===== src/rtl/hbe_pkg.sv =====
// Shared types, constants and helpers of the HTTP body extractor.
package hbe_pkg;

    // Width of the length, chunk size and body counters
    localparam int COUNT_BITS = 32;
    localparam int MATCH_BITS = 5;
    localparam int TDATA_BITS = 48;

    typedef logic [COUNT_BITS-1:0] cnt_t;
    typedef logic [MATCH_BITS-1:0] match_t;

    // Header patterns, compared against lower-cased input
    localparam int LEN_PAT_N = 16;
    localparam int CHK_PAT_N = 26;
    localparam logic [8*LEN_PAT_N-1:0] LEN_PAT = "content-length: ";
    localparam logic [8*CHK_PAT_N-1:0] CHK_PAT = "transfer-encoding: chunked";

    // Character codes
    localparam logic [7:0] CH_CR    = 8'h0D;
    localparam logic [7:0] CH_LF    = 8'h0A;
    localparam logic [7:0] CH_SPACE = 8'h20;
    localparam logic [7:0] CH_TAB   = 8'h09;
    localparam logic [7:0] CH_VT    = 8'h0B;
    localparam logic [7:0] CH_FF    = 8'h0C;
    localparam logic [7:0] CH_PLUS  = 8'h2B;

    // End-of-message status codes
    localparam logic [1:0] ST_BODY          = 2'd0;
    localparam logic [1:0] ST_NO_HEADER_END = 2'd1;
    localparam logic [1:0] ST_EMPTY_BODY    = 2'd2;

    typedef enum logic [2:0] {
        PH_HEAD   = 3'd0,
        PH_LENGTH = 3'd1,
        PH_SIZE   = 3'd2,
        PH_DATA   = 3'd3,
        PH_SKIP   = 3'd4,
        PH_DONE   = 3'd5
    } phase_t;

    typedef enum logic [1:0] {
        NP_IDLE   = 2'd0,
        NP_LEAD   = 2'd1,
        NP_DIGITS = 2'd2,
        NP_DONE   = 2'd3
    } np_t;

    // One accepted input item
    typedef struct packed {
        logic [7:0] data;
        logic       last;
    } in_item_t;

    // One result item
    typedef struct packed {
        logic        body_valid;
        logic [7:0]  body_byte;
        logic        msg_end;
        logic [1:0]  status;
        logic [31:0] body_length;
    } result_t;

    // Clamp a counter value to the 32-bit length field
    function automatic logic [31:0] sat32(cnt_t v);
        logic [63:0] w;
        w = 64'(v);
        return (w > 64'hFFFF_FFFF) ? 32'hFFFF_FFFF : w[31:0];
    endfunction

endpackage


===== src/rtl/hbe_in_stage.sv =====
// Input register of the HTTP body extractor.
module hbe_in_stage (
    input  logic              aclk,
    input  logic              aresetn,
    input  logic              s_valid,
    output logic              s_ready,
    input  hbe_pkg::in_item_t s_item,
    input  logic              advance,
    output logic              item_valid,
    output hbe_pkg::in_item_t item
);
    import hbe_pkg::*;

    logic     valid_reg;
    in_item_t item_reg;

    // Take a new item when empty or when the held one moves on this cycle
    assign s_ready    = !valid_reg || advance;
    assign item_valid = valid_reg;
    assign item       = item_reg;

    always_ff @(posedge aclk) begin
        if (!aresetn) begin
            valid_reg <= 1'b0;
        end else if (s_valid && s_ready) begin
            valid_reg <= 1'b1;
        end else if (advance) begin
            valid_reg <= 1'b0;
        end
    end

    always_ff @(posedge aclk) begin
        if (s_valid && s_ready) begin
            item_reg <= s_item;
        end
    end

endmodule


===== src/rtl/hbe_parser.sv =====
// Per-byte header matcher, number parser and body framing state.
module hbe_parser (
    input  logic              aclk,
    input  logic              aresetn,
    input  logic              fire,
    input  hbe_pkg::in_item_t item,
    output hbe_pkg::result_t  result
);
    import hbe_pkg::*;

    localparam int WIDE_BITS = COUNT_BITS + 5;
    localparam cnt_t CNT_MAX = {COUNT_BITS{1'b1}};

    typedef struct packed {
        np_t  np;
        cnt_t value;
    } num_t;

    phase_t phase_reg, phase_next;
    logic [1:0] end_match_reg, end_match_next;
    match_t length_match_reg, length_match_next;
    match_t chunk_match_reg, chunk_match_next;
    logic length_found_reg, length_found_next;
    logic chunked_found_reg, chunked_found_next;
    np_t number_parse_reg, number_parse_next;
    cnt_t number_value_reg, number_value_next;
    cnt_t bytes_left_reg, bytes_left_next;
    cnt_t body_count_reg, body_count_next;
    logic cr_seen_reg, cr_seen_next;

    function automatic logic [7:0] to_lower(logic [7:0] c);
        return (c >= "A" && c <= "Z") ? 8'(c + 8'd32) : c;
    endfunction

    function automatic logic [7:0] len_char(match_t k);
        logic [7:0] ch;
        ch = 8'h00;
        for (int i = 0; i < LEN_PAT_N; i++) begin
            if (k == match_t'(i)) ch = LEN_PAT[8*(LEN_PAT_N-1-i) +: 8];
        end
        return ch;
    endfunction

    function automatic logic [7:0] chk_char(match_t k);
        logic [7:0] ch;
        ch = 8'h00;
        for (int i = 0; i < CHK_PAT_N; i++) begin
            if (k == match_t'(i)) ch = CHK_PAT[8*(CHK_PAT_N-1-i) +: 8];
        end
        return ch;
    endfunction

    // Advance a pattern match, restarting on the first pattern character
    function automatic match_t pat_step(match_t k, match_t n, logic [7:0] pat_k,
                                        logic [7:0] pat_0, logic [7:0] c);
        logic [7:0] lc;
        lc = to_lower(c);
        if (k < n && lc == pat_k) return match_t'(k + match_t'(1));
        return (lc == pat_0) ? match_t'(1) : match_t'(0);
    endfunction

    function automatic logic is_blank(logic [7:0] c);
        return c == CH_SPACE || c == CH_TAB || c == CH_LF || c == CH_VT || c == CH_FF;
    endfunction

    // Saturating v * base + d, base 10 or 16
    function automatic cnt_t accumulate(cnt_t v, logic hex, logic [3:0] d);
        logic [WIDE_BITS-1:0] w;
        logic [WIDE_BITS-1:0] prod;
        w = WIDE_BITS'(v);
        prod = hex ? (w << 4) : ((w << 3) + (w << 1));
        prod = prod + WIDE_BITS'(d);
        return (prod > WIDE_BITS'(CNT_MAX)) ? CNT_MAX : prod[COUNT_BITS-1:0];
    endfunction

    // One byte of a decimal length or hex chunk size
    function automatic num_t feed_number(np_t np, cnt_t v, logic [7:0] c, logic hex);
        logic       d_ok;
        logic [3:0] d;
        num_t       r;
        d_ok = 1'b0;
        d    = 4'd0;
        r.np    = np;
        r.value = v;
        if (c >= "0" && c <= "9") begin
            d_ok = 1'b1;
            d    = 4'(c - "0");
        end else if (hex && c >= "a" && c <= "f") begin
            d_ok = 1'b1;
            d    = 4'(c - "a" + 8'd10);
        end else if (hex && c >= "A" && c <= "F") begin
            d_ok = 1'b1;
            d    = 4'(c - "A" + 8'd10);
        end
        case (np)
            NP_LEAD: begin
                if (is_blank(c) || (hex && c == CH_CR)) begin
                    r.np = NP_LEAD;
                end else if (!hex && c == CH_PLUS) begin
                    r.np = NP_DIGITS;
                end else if (d_ok) begin
                    r.value = COUNT_BITS'(d);
                    r.np    = NP_DIGITS;
                end else begin
                    r.value = '0;
                    r.np    = NP_DONE;
                end
            end
            NP_DIGITS: begin
                if (d_ok) r.value = accumulate(v, hex, d);
                else      r.np    = NP_DONE;
            end
            default: begin
                r.np = np;
            end
        endcase
        return r;
    endfunction

    // Next state for the byte in the input register
    always_comb begin
        logic [7:0] c;
        logic [7:0] c_eff;
        logic       line_end;
        num_t       fed;
        c        = item.data;
        c_eff    = c;
        line_end = cr_seen_reg && (c == CH_LF);
        fed      = '{np: number_parse_reg, value: number_value_reg};

        phase_next         = phase_reg;
        end_match_next     = end_match_reg;
        length_match_next  = length_match_reg;
        chunk_match_next   = chunk_match_reg;
        length_found_next  = length_found_reg;
        chunked_found_next = chunked_found_reg;
        number_parse_next  = number_parse_reg;
        number_value_next  = number_value_reg;
        bytes_left_next    = bytes_left_reg;
        body_count_next    = body_count_reg;

        case (phase_reg)
            PH_HEAD: begin
                if (length_found_reg) begin
                    fed = feed_number(number_parse_reg, number_value_reg, c, 1'b0);
                    number_parse_next = fed.np;
                    number_value_next = fed.value;
                end
                if (!length_found_reg) begin
                    length_match_next = pat_step(length_match_reg, match_t'(LEN_PAT_N),
                                                 len_char(length_match_reg),
                                                 len_char(match_t'(0)), c);
                    if (length_match_next == match_t'(LEN_PAT_N)) begin
                        length_found_next = 1'b1;
                        number_parse_next = NP_LEAD;
                        number_value_next = '0;
                    end
                end
                if (!chunked_found_reg) begin
                    chunk_match_next = pat_step(chunk_match_reg, match_t'(CHK_PAT_N),
                                                chk_char(chunk_match_reg),
                                                chk_char(match_t'(0)), c);
                    if (chunk_match_next == match_t'(CHK_PAT_N)) begin
                        chunked_found_next = 1'b1;
                    end
                end
                // Track CR LF CR LF and pick the framing at the blank line
                if (end_match_reg == 2'd3 && c == CH_LF) begin
                    end_match_next = 2'd0;
                    if (length_found_next) begin
                        bytes_left_next = number_value_next;
                        phase_next = (number_value_next == '0) ? PH_DONE : PH_LENGTH;
                    end else if (chunked_found_next) begin
                        number_parse_next = NP_LEAD;
                        number_value_next = '0;
                        phase_next        = PH_SIZE;
                    end else begin
                        phase_next = PH_DONE;
                    end
                    c_eff = 8'h00;
                end else if ((end_match_reg == 2'd0 || end_match_reg == 2'd2) &&
                             c == CH_CR) begin
                    end_match_next = 2'(end_match_reg + 2'd1);
                end else if (end_match_reg == 2'd1 && c == CH_LF) begin
                    end_match_next = 2'd2;
                end else begin
                    end_match_next = (c == CH_CR) ? 2'd1 : 2'd0;
                end
            end
            PH_LENGTH: begin
                if (body_count_reg != CNT_MAX) body_count_next = body_count_reg + 1'b1;
                if (bytes_left_reg != '0) bytes_left_next = bytes_left_reg - 1'b1;
                if (bytes_left_next == '0) phase_next = PH_DONE;
            end
            PH_SIZE: begin
                fed = feed_number(number_parse_reg, number_value_reg, c, 1'b1);
                number_parse_next = fed.np;
                number_value_next = fed.value;
                if (line_end) begin
                    if (fed.value == '0) begin
                        phase_next = PH_DONE;
                    end else begin
                        bytes_left_next = fed.value;
                        phase_next      = PH_DATA;
                    end
                    number_parse_next = NP_IDLE;
                end
            end
            PH_DATA: begin
                if (body_count_reg != CNT_MAX) body_count_next = body_count_reg + 1'b1;
                if (bytes_left_reg != '0) bytes_left_next = bytes_left_reg - 1'b1;
                if (bytes_left_next == '0) phase_next = PH_SKIP;
                c_eff = 8'h00;
            end
            PH_SKIP: begin
                if (line_end) begin
                    number_parse_next = NP_LEAD;
                    number_value_next = '0;
                    phase_next        = PH_SIZE;
                end
            end
            default: begin
                phase_next = phase_reg;
            end
        endcase
        cr_seen_next = (c_eff == CH_CR) && !line_end;
    end

    // Result for the byte in the input register
    always_comb begin
        result.body_valid  = (phase_reg == PH_LENGTH) || (phase_reg == PH_DATA);
        result.body_byte   = result.body_valid ? item.data : 8'h00;
        result.msg_end     = item.last;
        result.body_length = sat32(body_count_next);
        result.status      = ST_BODY;
        if (item.last) begin
            if (phase_next == PH_HEAD)       result.status = ST_NO_HEADER_END;
            else if (body_count_next == '0) result.status = ST_EMPTY_BODY;
        end
    end

    // Hold state; return to reset after the final byte of a response
    always_ff @(posedge aclk) begin
        if (!aresetn || (fire && item.last)) begin
            phase_reg         <= PH_HEAD;
            end_match_reg     <= 2'd0;
            length_match_reg  <= '0;
            chunk_match_reg   <= '0;
            length_found_reg  <= 1'b0;
            chunked_found_reg <= 1'b0;
            number_parse_reg  <= NP_IDLE;
            number_value_reg  <= '0;
            bytes_left_reg    <= '0;
            body_count_reg    <= '0;
            cr_seen_reg       <= 1'b0;
        end else if (fire) begin
            phase_reg         <= phase_next;
            end_match_reg     <= end_match_next;
            length_match_reg  <= length_match_next;
            chunk_match_reg   <= chunk_match_next;
            length_found_reg  <= length_found_next;
            chunked_found_reg <= chunked_found_next;
            number_parse_reg  <= number_parse_next;
            number_value_reg  <= number_value_next;
            bytes_left_reg    <= bytes_left_next;
            body_count_reg    <= body_count_next;
            cr_seen_reg       <= cr_seen_next;
        end
    end

endmodule


===== src/rtl/hbe_out_stage.sv =====
// Result register of the HTTP body extractor.
module hbe_out_stage (
    input  logic             aclk,
    input  logic             aresetn,
    input  logic             item_valid,
    input  hbe_pkg::result_t result,
    output logic             advance,
    output logic             m_valid,
    input  logic             m_ready,
    output hbe_pkg::result_t m_result
);
    import hbe_pkg::*;

    logic    valid_reg;
    result_t result_reg;

    // Move a result in when the register is empty or being drained
    assign advance  = !valid_reg || m_ready;
    assign m_valid  = valid_reg;
    assign m_result = result_reg;

    always_ff @(posedge aclk) begin
        if (!aresetn) begin
            valid_reg <= 1'b0;
        end else if (advance) begin
            valid_reg <= item_valid;
        end
    end

    always_ff @(posedge aclk) begin
        if (advance && item_valid) begin
            result_reg <= result;
        end
    end

endmodule


===== src/rtl/http_body_extractor.sv =====
// Top level of the HTTP body extractor.
//
// Feed the raw response on the slave stream, one byte per item, with tlast on
// its final byte. Every input item yields exactly one result item on the
// master stream: tuser flags whether tdata carries a body byte, tlast repeats
// the input tlast, and on that last result the status field reports body
// found, no header end, or empty body. body_length counts body bytes so far.
// Header end, Content-Length and chunked framing are all found on the fly.
//
// Throughput is one item per cycle while m_axis_tready stays high: each
// byte's header match, number parse and framing update is a single state
// step between the input register and the result register, so every item
// passes through those two registers in turn. When the receiver stalls, the
// result register holds; an empty input register takes one more item, and
// once it is full s_axis_tready follows m_axis_tready low in the same cycle.
// Reset empties both registers and clears the framing state; no memory
// needs a clearing pass. After the tlast item the framing state returns to
// reset, so the next byte starts a new response.
module http_body_extractor (
    input  logic        aclk,
    input  logic        aresetn,
    input  logic        s_axis_tvalid,
    output logic        s_axis_tready,
    input  logic [7:0]  s_axis_tdata,   // [7:0] in_byte
    input  logic        s_axis_tlast,   // in_last
    output logic        m_axis_tvalid,
    input  logic        m_axis_tready,
    output logic [47:0] m_axis_tdata,   // [7:0] body_byte, [9:8] status,
                                        // [41:10] body_length, [47:42] zero
    output logic        m_axis_tuser,   // body_valid
    output logic        m_axis_tlast    // msg_end
);
    import hbe_pkg::*;

    in_item_t s_item;
    in_item_t item;
    logic     item_valid;
    logic     advance;
    result_t  result;
    result_t  m_result;

    assign s_item.data = s_axis_tdata;
    assign s_item.last = s_axis_tlast;

    hbe_in_stage u_in_stage (
        .aclk       (aclk),
        .aresetn    (aresetn),
        .s_valid    (s_axis_tvalid),
        .s_ready    (s_axis_tready),
        .s_item     (s_item),
        .advance    (advance),
        .item_valid (item_valid),
        .item       (item)
    );

    hbe_parser u_parser (
        .aclk    (aclk),
        .aresetn (aresetn),
        .fire    (item_valid && advance),
        .item    (item),
        .result  (result)
    );

    hbe_out_stage u_out_stage (
        .aclk       (aclk),
        .aresetn    (aresetn),
        .item_valid (item_valid),
        .result     (result),
        .advance    (advance),
        .m_valid    (m_axis_tvalid),
        .m_ready    (m_axis_tready),
        .m_result   (m_result)
    );

    // Pack the result fields onto the master stream
    assign m_axis_tdata = {6'b0, m_result.body_length, m_result.status, m_result.body_byte};
    assign m_axis_tuser = m_result.body_valid;
    assign m_axis_tlast = m_result.msg_end;

endmodule


===== config.mk =====
export PLATFORM = sky130hd
export DESIGN_NAME = http_body_extractor
export DESIGN_NICKNAME = d
export VERILOG_FILES = /design/src/rtl/hbe_pkg.sv /design/src/rtl/hbe_in_stage.sv /design/src/rtl/hbe_parser.sv /design/src/rtl/hbe_out_stage.sv /design/src/rtl/http_body_extractor.sv
export SDC_FILE = /design/constraint.sdc
export NUM_CORES = 1
export LEC_CHECK = 0
export ABC_AREA = 1
export BUFFER_PORTS_ARGS = -buffer_cell sky130_fd_sc_hd__buf_2
export CORE_MARGIN = 2
export CORE_UTILIZATION = 45
export DETAILED_ROUTE_END_ITERATION = 8
export GPL_ROUTABILITY_DRIVEN = 0
export GPL_TIMING_DRIVEN = 0
export PLACE_DENSITY = 0.57
export SLEW_MARGIN = 30
export SYNTH_ARGS = -nofsm -noshare
export SYNTH_HDL_FRONTEND = slang
export SYNTH_SLANG_ARGS = --single-unit

===== constraint.sdc =====
create_clock -name aclk -period 6.2 [get_ports aclk]
set_input_delay 1.24 -clock aclk [delete_from_list [all_inputs] [get_ports aclk]]
set_output_delay 1.24 -clock aclk [all_outputs]
set_load 0.02 [all_outputs]

==> impl_metrics.env <==
export IMPL_areaGrowthSynthToFinish_pct=9.79
export IMPL_crit_arrival_ps=6040
export IMPL_io_pins=65
export IMPL_synth_top_area_cell="nand2_1"
export IMPL_outcome="completed"
export IMPL_ff_latch_area_sq_um=3950
export IMPL_crit_type="reg2reg"
export IMPL_synthCells=3028
export IMPL_totalNegativeSetupSlack_ps=0
export IMPL_hold_path_end="u_out_stage.m_result[34]"
export IMPL_first_iter_violations=1822
export IMPL_mostFrequentLayoutCells="nand2_1, inv_1, nor2_1"
export IMPL_synth_distinct_cells=55
export IMPL_grt_pass1_vias=18700
export IMPL_design_core_area_sq_um=38600
export IMPL_dp_final_hpwl_microns=51900
export IMPL_crit_path_max_fanout=10
export IMPL_swShare_pct=38.2
export IMPL_cp_data_required_time_ps=6610
export IMPL_root_buffer="clkbuf_16"
export IMPL_pwr_share_seq_pct=37.7
export IMPL_switchingPower_mw=1.29
export IMPL_ys_seq_area_share_pct=22.6
export IMPL_die_w_microns=201
export IMPL_worstRegToRegCells=39
export IMPL_clock_sinks=171
export IMPL_finalSetupViolCount=0
export IMPL_slew_headroom_pct=32.2
export IMPL_multi_input_area_sq_um=11200
export IMPL_rsz0062_at_grt="no"
export IMPL_r2r_start="u_in_stage.item[2]"
export IMPL_fin_crit_ps=5630
export IMPL_vias=20100
export IMPL_maxSlewViolCount=0
export IMPL_port_buffer_count=58
export IMPL_fillers=4273
export IMPL_antenna_cells=0
export IMPL_cp_slowest_cell="edfxtp_1"
export IMPL_reg2reg_to="u_parser.phase_reg[2]"
export IMPL_cap_violations=0
export IMPL_ys_seq_elements=171
export IMPL_worstSkewPairLatency_ps=460
export IMPL_crit_path_frequent_cell="nand2_1"
export IMPL_synthesis_area_sq_um=17500
export IMPL_fin_crit_sh_pct=90.8
export IMPL_vias_per_cell=5.50
export IMPL_synth_edf_count=53
export IMPL_start_util_pct=45.4
export IMPL_startpoint="u_in_stage.item[2]"
export IMPL_ys_flop_type="dfxtp_1"
export IMPL_cts_tree="built"
export IMPL_fin_skew_ps=13.6
export IMPL_wl_per_cell_microns=17.5
export IMPL_clockPowerShare_pct=32.9
export IMPL_fmaxAchievable_mhz=178
export IMPL_worst_path_buf_inv=4
export IMPL_numCtsBuffers=17
export IMPL_avgSynthCellArea_sq_um=5.78
export IMPL_grt_max_degree=49
export IMPL_hold_path_class="reg2reg"
export IMPL_max_vdd_ir_drop_mv=0.159
export IMPL_synth_top_area_share_pct=16.9
export IMPL_h_tree_depth=4
export IMPL_critPathMaxStageDelay_ps=540
export IMPL_clk_path_buf_depth=2
export IMPL_worst_slew_pin_slew_ps=1010
export IMPL_gr_total_overflow=0
export IMPL_antenna_found_initial=1
export IMPL_nNetsFinal=3198
export IMPL_cts_clk_slew_worst_paths_ps=80
export IMPL_crit_family="simple AND/OR/NAND/NOR gates"
export IMPL_hold_path_startpoint="u_in_stage.item[0]"
export IMPL_whs_path_depth=0
export IMPL_p_comb_share_pct=29.4
export IMPL_p_int_mw=2.10
export IMPL_yosys_warnings=0
export IMPL_dr_pass1_iters=6
export IMPL_ff2ff_setup_slack_ps=570
export IMPL_grt_total_usage_pct=31.0
export IMPL_synth_area_top_cells="nand2_1, dfxtp_1, inv_1"
export IMPL_wl_microns=63800
export IMPL_power_density_nw_per_um2=176
export IMPL_largest_reg_flops=44
export IMPL_route_detailed_drc=0
export IMPL_die_area_sq_um=40500
export IMPL_ys_async_sr_fraction_pct=0
export IMPL_rows=72
export IMPL_dp_cells=3610
export IMPL_final_common_cell="nand2_1"
export IMPL_worstSetupStartpointType="flip-flop"
export IMPL_cp_end_kind="flip-flop"
export IMPL_total_leakage_power_nw=9.44
export IMPL_ant_nets=0
export IMPL_fin_cells=3655
export IMPL_drive_gt1_share_pct=7.84
export IMPL_hold_viol=0
export IMPL_grt_pass1_wl_microns=99500
export IMPL_chipHeight_microns=201
-- cell usage after synthesis (19+ instances only) --
cell / n
edfxtp_1: 53
dfxtp_1: 118
nand3_1: 246
nand2_1: 787
o21ai_0: 157
xor2_1: 62
a31oi_1: 53
ha_1: 59
or2_2: 32
a21oi_1: 175
o21a_1: 31
nor2_2: 19
inv_1: 487
o22ai_1: 34
nor2_1: 334
nor3_1: 53
clkbuf_1: 75
nand4_1: 67
-- layout make-up --
| class | count | share of cell area [%] |
|---|---|---|
| buffer | 111 | 2.68 |
| clock buffer | 17 | 2.21 |
| clock inverter | 15 | 0.911 |
| inverter | 510 | 10.0 |
| multi-input combinational | 2241 | 58.1 |
| sequential | 171 | 20.6 |
| tap | 518 | 3.37 |
| timing repair buffer | 72 | 2.16 |
-- power groups by stage --
stage / sequential (mW) / combinational (mW) / clock [mW]
after floorplan: 1.29 / 0.679 / 0
after global placement: 1.30 / 0.950 / 0
after detailed placement: 1.30 / 0.960 / 0
after CTS: 1.28 / 0.966 / 1.13
after global routing: 1.28 / 1.11 / 1.17
final: 1.28 / 0.997 / 1.12
-- kinds of logic after synthesis --
group | Yosys count | synth area share, %
AOI/OAI and AO/OA | 497 | 15.9
xor gates and xnor gates | 67 | 3.35
adders and majority gates | 61 | 4.44
buffers and inverters | 621 | 13.8
DFF | 171 | 22.6
other | 1 | 0.0214
and+or+nand+nor | 1610 | 39.8
-- metal layers --
layer	wire, microns	GRT usage (%)
met3	4940	5.36
met4	2490	13.1
met5	14	0
met1	27900	40.0
met2	28400	51.2
-- how the worst max path moves through the flow --
| stage | endpoint | slack (ps) | cells past startpoint |
|---|---|---|---|
| floorplan | u_parser.phase_reg[2] | 1730 | 39 |
| global placement | u_parser.phase_reg[2] | 120 | 39 |
| detailed placement | u_parser.phase_reg[2] | 110 | 39 |
| CTS | u_parser.phase_reg[2] | 90 | 39 |
| global route | u_parser.phase_reg[2] | 4 | 38 |
| finish | u_parser.phase_reg[2] | 570 | 39 |
-- worst reg2reg max path, delay by kind of cell, from the launching register on --
kind                       cells  cell delay [ps]
AOI/OAI and AO/OA              2              340
and+or+nand+nor               30             3360
adders and majority gates      3              780
buffers and inverters          4              550
DFF                            1              540
-- stage by stage --
stage                     worst slack (ps)  cell area, sq um  total power, mW  util [%]  hold slack [ps]
final                                  573             19200             3.39      49.9              474
after floorplan                       1730             17500             1.97         -              426
after global placement                 118             18500             2.25      47.9              452
after global routing                  4.16             19200             3.56      49.9              495
after detailed placement               114             18500             2.26      48.0              440
after CTS                             85.4             19100             3.37      49.5              473
-- what timing repair did --
item                                    CTS  global route
resized for setup                         0             9
endpoints found under the setup margin    0             4
buffers inserted                          0            13
hold buffers                              0             0
Note: power is estimated with default switching activity, not from simulation.
